### config.mk
export PLATFORM = sky130hd
export DESIGN_NAME = fcca_ram
export DESIGN_NICKNAME = d
export VERILOG_FILES = /design/src/fcca_ram.sv
export SDC_FILE = /design/constraint.sdc
export NUM_CORES = 1
export LEC_CHECK = 0
export ABC_AREA = 1
export BUFFER_PORTS_ARGS = -buffer_cell sky130_fd_sc_hd__buf_2
export CAP_MARGIN = 20
export CORE_AREA = 10 10 343 378
export DETAILED_ROUTE_END_ITERATION = 7
export DIE_AREA = 0 0 353 388
export PLACE_DENSITY = 0.56
export SLEW_MARGIN = 20
export SYNTH_ARGS = -nofsm -noshare
export SYNTH_HDL_FRONTEND = slang
export SYNTH_SLANG_ARGS = --single-unit
### constraint.sdc
create_clock -name clk_i -period 3.15 [get_ports clk_i]
set_input_delay 0.1575 -clock clk_i [delete_from_list [all_inputs] [get_ports clk_i]]
set_output_delay 0.1575 -clock clk_i [all_outputs]
set_load 0.02 [all_outputs]
### src/fcca_ram.sv
// Generic simple dual-port RAM: one write port, one read port, registered read.
// No dependencies.
module fcca_ram #(
  parameter int WIDTH = 16,
  parameter int DEPTH = 64
) (
  input  logic                                   clk_i,
  input  logic                                   we_i,
  input  logic [(DEPTH > 1 ? $clog2(DEPTH) : 1)-1:0] waddr_i,
  input  logic [WIDTH-1:0]                       wdata_i,
  input  logic                                   re_i,
  input  logic [(DEPTH > 1 ? $clog2(DEPTH) : 1)-1:0] raddr_i,
  output logic [WIDTH-1:0]                       rdata_o
);

  logic [WIDTH-1:0] mem_q [DEPTH];
  logic [WIDTH-1:0] rdata_q;

  // Write port
  always_ff @(posedge clk_i) begin
    if (we_i) begin
      mem_q[waddr_i] <= wdata_i;
    end
  end

  // Read port, registered read data
  always_ff @(posedge clk_i) begin
    if (re_i) begin
      rdata_q <= mem_q[raddr_i];
    end
  end

  assign rdata_o = rdata_q;

endmodule

# Yosys cells after proc, flatten, opt, wreduce, memory -nomap -nowiden
# Memory sizes are Yosys's and may differ from the RTL's. A register that Yosys moved wholly into a read port is not among the register bits.
# Index checks and enable logic that the tools add are counted.
[word_totals]
ff_bits = 0
ramBits = 1024
inputBits = 31
output_inout_bits = 16
word_cells = 3
n_memories = 1
[op_classes]
mux = 2
[memory_table]
columns = ["memory", "depth", "word_bits", "read_ports", "rd_clocked_by_memory_dff", "write_ports", "line", "text"]
rows = [
  ["mem_q", 64, 16, 1, 1, 1, "16", "logic [WIDTH-1:0] mem_q [DEPTH];"],
]
[op_table]
columns = ["operator", "n"]
rows = [
  ["$mux W1", 2],
]

# Logic depth before layout (Yosys ltp)
# Gate-level depths: netlist of the first run.
[depth]
word_depth = 2
depth_mapped = 12
mapped_depth_nobuf = 9

# Worst setup path before layout of the first run
# Ideal clock, no wire load.
[synth_timing]
kind = "input port to flip-flop"
from = "input we_i"
to = "memory mem_q[48][0] (enable)"
setup_ns = 0.431
t_arrival_ns = 2.281
t_required_ns = 2.719
path_slack_ns = 0.438
path_stages = 3
path_buffers = 1
cell_sequence = "clkbuf_1 > nand4_1 > nor4_1"
[synth_via]
elab_chain_cells = 2
[synth_lines]
columns = ["element", "line", "text"]
rows = [
  ["start: declaration", "8", "input logic we_i,"],
  ["$mux W1", "21", "if (we_i) begin"],
  ["$mux W1 (implied by the code)", "22", "mem_q[waddr_i] <= wdata_i;"],
  ["end: declaration", "16", ""],
]
# Every way passes these cells.

==> results of run 1 <==
-- power groups by stage --
stage | clock network [W] | registers (W) | logic, W
after detailed placement | 0 | 0.0157 | 0.00188
after CTS | 0.0123 | 0.0154 | 0.00189
final | 0.0121 | 0.0154 | 0.00187
after global placement | 0 | 0.0157 | 0.00186
after floorplan | 0 | 0.0157 | 0.00103
after global routing | 0.0128 | 0.0154 | 0.00204
-- what timing repair did --
action	in CTS	in global routing
hold buffers	2	0
resized for setup	0	0
hold endpoints to repair	38	0
-- worst max-delay path, delay by kind of cell --
kind	cells	cell delay (ns)
buf+inv	4	1.07
simple gates	8	0.94
-- state kept, by name, summed over array words and instances (netlist names) --
name     flops
mem_q     1024
rdata_o     16
-- metrics by stage --
| stage | total power (W) | std cells | util [%] | hold slack, ns |
|---|---|---|---|---|
| 2_1_floorplan | 0.0167 | 3517 | - | 0.256 |
| 3_3_place_gp | 0.0176 | 5121 | 36.8 | 0.707 |
| 3_5_place_dp | 0.0176 | 5121 | 36.8 | 0.696 |
| 4_1_cts | 0.0296 | 5301 | 39.5 | 0.00775 |
| 5_1_grt | 0.0302 | 5301 | 39.5 | 0.0326 |
| 6_report | 0.0294 | 5303 | 39.5 | 0.0156 |
-- layout make-up --
cell class	count	area, um^2
timing repair buffer	199	1680
sequential	1040	31200
multi-input combinational	2240	9630
fill	11351	73300
tap	1632	2040
clock buffer	115	2540
clock inverter	63	707
antenna	2	5.00
inverter	12	71.3
-- logic make-up (layout without fill, tap and decap cells) --
logic type | after synthesis | count (layout) | share of synthesized area [%]
and+or+nand+nor | 2240 | 2240 | 22.6
DFF | 1040 | 1040 | 73.9
buffers and inverters | 237 | 389 | 3.52
other | 0 | 2 | 0
-- routing by layer --
| layer | GRT usage (%) | vias to the layer above | routed length, um |
|---|---|---|---|
| li1 | - | 12541 | - |
| met1 | 22.6 | 13491 | 50900 |
| met2 | 28.5 | 886 | 58200 |
| met3 | 2.45 | 148 | 7770 |
| met4 | 5.10 | 2 | 2680 |
| met5 | 0 | - | 8 |
-- cell usage after synthesis, types with 8 or more instances --
library cell / n
nand4_1: 9
buf_2: 113
nand3_1: 871
nand2_1: 1296
edfxtp_1: 1040
buf_6: 49
nor4_1: 8
inv_1: 9
buf_1: 17
buf_4: 19
clkbuf_1: 26
nor2_1: 56
-- how the worst min path moves through the flow --
stage	endpoint	slack, ns	from
floorplan	mem_q[0][0]	0.26	wdata_i[0]
global route	mem_q[48][15]	0.03	wdata_i[15]
detailed placement	rdata_o[6]	0.70	rdata_o[6]
global placement	mem_q[3][10]	0.71	wdata_i[10]
CTS	mem_q[11][9]	0.008	wdata_i[9]
finish	mem_q[48][15]	0.02	wdata_i[15]
==> flow_metrics.env, run 1 <==
export IMPL_final_min_clock_period_ns=1.80
export IMPL_timing_final_ws_setup_ns=1.35
export IMPL_endpoint_kind="flip-flop"
export IMPL_drive_above_1_share_pct=10.0
export IMPL_p_sw_share_pct=22.6
export IMPL_synth_async_reset_ratio_pct=0
export IMPL_die_area_um2=137000
export IMPL_synth_cells=3517
export IMPL_ys_warn_count=0
export IMPL_post_cts_setup_buffers=0
export IMPL_slew_viol_final=0
export IMPL_dp_slack_ns=0.615
export IMPL_hp_class="in -> reg"
export IMPL_fin_area_um2=47900
export IMPL_synthesis_nets=3548
export IMPL_ys_ff_latch=1040
export IMPL_worstSetupEndpoint="rdata_o[7]"
export IMPL_status="complete, no violations"
export IMPL_whs_path_depth=1
export IMPL_critical_path_arrival_ns=2.25
export IMPL_p_sw_w=0.00665
export IMPL_finalSetupTns_ns=0
export IMPL_post_dp_cell_area_um2=44600
export IMPL_seq_area_frac_synth_pct=73.9
export IMPL_leakagePower_nw=17.0
export IMPL_combPwrFrac_pct=6.4
export IMPL_r2r_start="mem_q[35][1]"
export IMPL_synth_area_leader_cell="edfxtp_1"
export IMPL_synth_edf_count=1040
export IMPL_worstSetupStartpointType="primary input"
export IMPL_wl_per_cell_um=22.5
export IMPL_antenna_left=0
export IMPL_rsz0062_at_grt="no"
export IMPL_port_buffers=46
export IMPL_mostFrequentLayoutCell="nand2_1"
export IMPL_powerDensity_nw_per_um2=613
export IMPL_grt_pass1_vias=26082
export IMPL_worstMarginPinSlew_ns=1.10
export IMPL_r2r_slack_ns=1.46
export IMPL_wirelength_mm=120
export IMPL_initial_core_util_pct=34.9
export IMPL_h_tree_depth=3
export IMPL_grt_usage_pct=17.0
export IMPL_drc=0
export IMPL_dr_pass1_iters=5
export IMPL_overflow=0
export IMPL_skew_ns=0.0288
export IMPL_setup_violations=0
export IMPL_clk_root_buffer_cell="clkbuf_16"
export IMPL_rr_worst_depth=8
export IMPL_clkTransAtPathRegs_ns=0.07
export IMPL_slew_headroom_pct=26.4
export IMPL_core_area_um2=121000
export IMPL_startpoint="raddr_i[0]"
export IMPL_timing_rr_end="rdata_o[1]"
export IMPL_cts_tree="done"
export IMPL_via_count=27068
export IMPL_ys_types=15
export IMPL_die_w_um=353
export IMPL_layout_common_cells="nand2_1, edfxtp_1, nand3_1"
export IMPL_first_iter_violations=2497
export IMPL_cts_sinks=1040
export IMPL_final_hold_viol_count=0
export IMPL_cp_slowest_cell="buf_8"
export IMPL_ys_flop_type="edfxtp_1"
export IMPL_row_count=134
export IMPL_crit_chain="buf_8, inv_16, buf_12, buf_4, nand2_1, nand3_1, nand3_1, nand2_1, nand2_1, nand3_1, nand3_1, nand2_1"
export IMPL_cts_buffer_depth=3
export IMPL_crit_fanout=118
export IMPL_cap_violations=0
export IMPL_power_internal_w=0.0227
export IMPL_insertion_delay_ns=0.71
export IMPL_ys_top_cells_by_area="edfxtp_1, nand2_1, nand3_1"
export IMPL_worst_endpoint_required_ns=3.60
export IMPL_nets=3621
export IMPL_vias_per_cell=5.10
export IMPL_place_gp_congestion=0.785
export IMPL_grt_first_pass_wirelength_mm=175
export IMPL_antenna_found_initial=2
export IMPL_die_y_um=388
export IMPL_power_frac_seq_pct=52.4
export IMPL_fmax_mhz=556
export IMPL_ios=47
export IMPL_synth_top_area_share_pct=73.9
export IMPL_timing_final_crit_share_pct=57.1
export IMPL_grt_max_degree=119
export IMPL_avgSynthCellArea_um2=12.0
export IMPL_cts_inserted_buffers=97
export IMPL_syn2layout_area_growth_pct=13.4
export IMPL_hpwl_mm=66.1
export IMPL_ir_drop_v=0.000420
export IMPL_cp_slowest_stage_delay_ns=0.33
export IMPL_crit_type="in -> reg"
export IMPL_synth_area_um2=42300
export IMPL_clockPowerShare_pct=41.2
Note: power is estimated with default switching activity, not from simulation.
==> run 2: changes to the inputs <==
- ABC_AREA: 1 -> 0
- CORE_AREA: 10 10 343 378 -> 10 10 335 369
- DIE_AREA: 0 0 353 388 -> 0 0 345 379
- clock period: 3.15 -> 1.8 ns (I/O delays scaled with it)
==> run 2 against run 1 <==
  * The run now ends with setup timing left
  * Largest power group unchanged
  * Synthesized cell count shrank 48%
  * Count of clock-buffer cells in the layout grew 14
  * Sequential cell count is the same
  * Wire length shrank 17%
  * Total power grew 70%
  * Highest routed layer unchanged
  * Clock skew grew 0.0012 ns
  * Final area grew 1.3%
  * Core utilization grew 2.4 points
  * Register-to-register slack lost 1.7 ns
==> flow_metrics.env, run 2 <==
export IMPL_status="finished, violations left"
export IMPL_failed_checks="setup timing"
export IMPL_final_core_util_pct=41.9
export IMPL_rsz0062_at_grt="yes"
export IMPL_synth_mux_area_share_pct=15.5
export IMPL_insertion_delay_ns=0.67
export IMPL_synth_edf_count=1040
export IMPL_grt_pass1_vias=20795
export IMPL_critPathTopFamily="multiplexers"
export IMPL_synth_area_um2=40200
export IMPL_synth_top_area_share_pct=77.7
export IMPL_synthesis_nets=1860
export IMPL_drive_above_1_share_pct=35.3
export IMPL_grt_usage_pct=14.9
export IMPL_core_area_um2=116000
export IMPL_synth_cells=1829
export IMPL_ys_ff_latch=1040
export IMPL_fmax_mhz=496
export IMPL_antenna_found_initial=2
export IMPL_grt_first_pass_wirelength_mm=145
export IMPL_wirelength_mm=98.7
export IMPL_die_w_um=345
export IMPL_cp_num_buf_inv=0
export IMPL_clockPowerShare_pct=39.9
export IMPL_cap_violations=0
export IMPL_ir_drop_v=0.000607
export IMPL_clkTransAtPathRegs_ns=0.06
export IMPL_synthAdderAreaFrac_pct=0
export IMPL_r2r_slack_ns=-0.22
export IMPL_first_iter_violations=1929
export IMPL_ys_types=42
export IMPL_crit_chain="mux4_2, mux2_4, nand2_2, nand4_1, and4_1"
export IMPL_mostFrequentLayoutCell="edfxtp_1"
export IMPL_leakagePower_nw=15.6
export IMPL_holdWs_ns=0.118
export IMPL_cts_sinks=1040
export IMPL_critical_path_arrival_ns=2.42
export IMPL_ios=47
export IMPL_slew_viol_final=0
export IMPL_crit_type="reg -> reg"
export IMPL_ys_warn_count=0
export IMPL_via_count=19705
export IMPL_nets=2225
export IMPL_cts_tree="done"
export IMPL_synth_area_leader_cell="edfxtp_1"
export IMPL_crit_fanout=1
export IMPL_place_gp_congestion=0.848
export IMPL_ys_top_cells_by_area="edfxtp_1, mux4_2, mux2i_1"
export IMPL_hp_start="wdata_i[12]"
export IMPL_overflow=0
export IMPL_drc=0
export IMPL_worstMarginPinSlew_ns=0.859
export IMPL_wl_per_cell_um=25.9
export IMPL_synth_most_common_cell="edfxtp_1"
export IMPL_worstHoldEndpoint="mem_q[22][12]"
export IMPL_worst_path_stages=5
export IMPL_regMostFlops="mem_q"
export IMPL_timing_rr_end="rdata_o[12]"
export IMPL_hpwl_mm=62.5
export IMPL_synth_xor_area_share_pct=0
export IMPL_avgSynthCellArea_um2=22.0
export IMPL_whs_path_depth=2
export IMPL_worstSetupStartpointType="flip-flop"
export IMPL_cts_inserted_buffers=102
export IMPL_slew_headroom_pct=42.7
export IMPL_post_cts_setup_buffers=0
export IMPL_setup_violations=13
export IMPL_synth_top_cells_by_count="edfxtp_1, mux4_2, mux2i_1"
export IMPL_synth_compound_area_share_pct=2.40
export IMPL_final_hold_viol_count=0
export IMPL_final_min_clock_period_ns=2.02
export IMPL_rr_worst_depth=5
export IMPL_synth_async_reset_ratio_pct=0
export IMPL_row_count=131
export IMPL_antenna_left=0
export IMPL_ys_flop_type="edfxtp_1"
export IMPL_cts_buffer_depth=3
export IMPL_cp_slowest_stage_delay_ns=0.50
export IMPL_combPwrFrac_pct=6.2
export IMPL_clk_root_buffer_cell="clkbuf_16"
export IMPL_port_buffers=46
export IMPL_r2r_start="mem_q[7][12]"
export IMPL_p_sw_share_pct=21.3
export IMPL_die_y_um=379
export IMPL_fillCellCount=10062
export IMPL_powerDensity_nw_per_um2=1030
export IMPL_grt_max_degree=65
export IMPL_power_frac_seq_pct=53.8
export IMPL_skew_ns=0.0301
export IMPL_worst_endpoint_required_ns=2.21
export IMPL_dr_pass1_iters=5
export IMPL_power_internal_w=0.0394
export IMPL_layout_common_cells="edfxtp_1, buf_4, mux4_2"
export IMPL_initial_core_util_pct=34.7
export IMPL_diodes=0
export IMPL_vias_per_cell=5.17
export IMPL_h_tree_depth=3
export IMPL_finalSetupTns_ns=-1.77
export IMPL_largest_reg_flops=1024
export IMPL_synth_top_family_by_area="multiplexers"
export IMPL_seq_area_frac_synth_pct=77.7
export IMPL_hp_class="in -> reg"
export IMPL_die_area_um2=131000
export IMPL_timing_final_ws_setup_ns=-0.217
export IMPL_cp_slowest_cell="mux4_2"
export IMPL_synth_simple_area_share_pct=2.64
export IMPL_total_power_w=0.0500
export IMPL_endpoint_kind="flip-flop"
export IMPL_p_sw_w=0.0106
export IMPL_timing_final_crit_share_pct=112
export IMPL_syn2layout_area_growth_pct=20.7
## run 2: cell types whose count changed after synthesis, sizes merged, moves of 17 or more
| cell | change |
|---|---|
| nor2 | +18 |
| a22oi | +39 |
| nor2b | +30 |
| mux2 | +27 |
| a21oi | +17 |
| mux2i | +85 |
| buf | -122 |
| nand3 | -847 |
| nand2 | -1236 |
| mux4 | +224 |
## run 2: worst max-delay path by stage
stage	from	to	slack (ns)
6_report	mem_q[7][12]	rdata_o[12]	-0.22
4_1_cts	mem_q[7][12]	rdata_o[12]	-0.26
2_1_floorplan	waddr_i[5]	mem_q[39][0]	-0.25
3_5_place_dp	raddr_i[0]	rdata_o[3]	-0.90
3_3_place_gp	raddr_i[0]	rdata_o[3]	-0.89
5_1_grt	mem_q[10][1]	rdata_o[1]	-0.27
## run 2: per-layer routing
metal  share of wire (%)  vias to the layer above  global-route usage [%]
met2                  49                      540                    25.2
met3                 5.1                      131                    2.27
met4                 2.2                        2                    4.15
met1                  43                    10590                    20.0
met5              0.0091                        -                       0
li1                    -                     8442                       -
## run 2: area by class of cell
class / count / area [um^2] / share of cell area, %
Clock inverter: 60 / 398 / 0.820
Tap cell: 1529 / 1910 / 3.94
Clock buffer: 129 / 2720 / 5.60
Multi-Input combinational cell: 685 / 8680 / 17.9
Sequential cell: 1040 / 31200 / 64.3
Timing Repair Buffer: 365 / 3600 / 7.42
## run 2: repair_timing
item                                   CTS  global route
hold buffers                             8             0
pin swaps                               33            23
setup endpoints to repair               16            16
resized for setup                       47            39
endpoints found under the hold margin  419             0
## run 2: cells by family after synthesis
group,after synthesis
buffers and inverters,104
muxes,336
AOI/OAI and AO/OA,129
and+or+nand+nor,220
DFF,1040
## run 2: worst register-to-register path: cells and delay by family (launching register included)
family | cells | cell delay, ns
flip-flops | 1 | 0.35
multiplexers | 2 | 0.80
AND/OR/NAND/NOR | 3 | 0.60
## run 2: stage by stage
step	worst slack, ns	area [um^2]	std cells
2_1_floorplan	-0.248	40200	1829
3_3_place_gp	-0.895	44900	3612
3_5_place_dp	-0.898	44900	3612
4_1_cts	-0.262	48400	3809
5_1_grt	-0.265	48500	3808
6_report	-0.217	48500	3808
## run 2: power groups by stage
stage	logic, W	clock network (W)	registers [W]
finish	0.00313	0.0200	0.0269
floorplan	0.00139	0	0.0275
detailed placement	0.00302	0	0.0274
global route	0.00332	0.0214	0.0269
global placement	0.00297	0	0.0274
CTS	0.00312	0.0205	0.0269
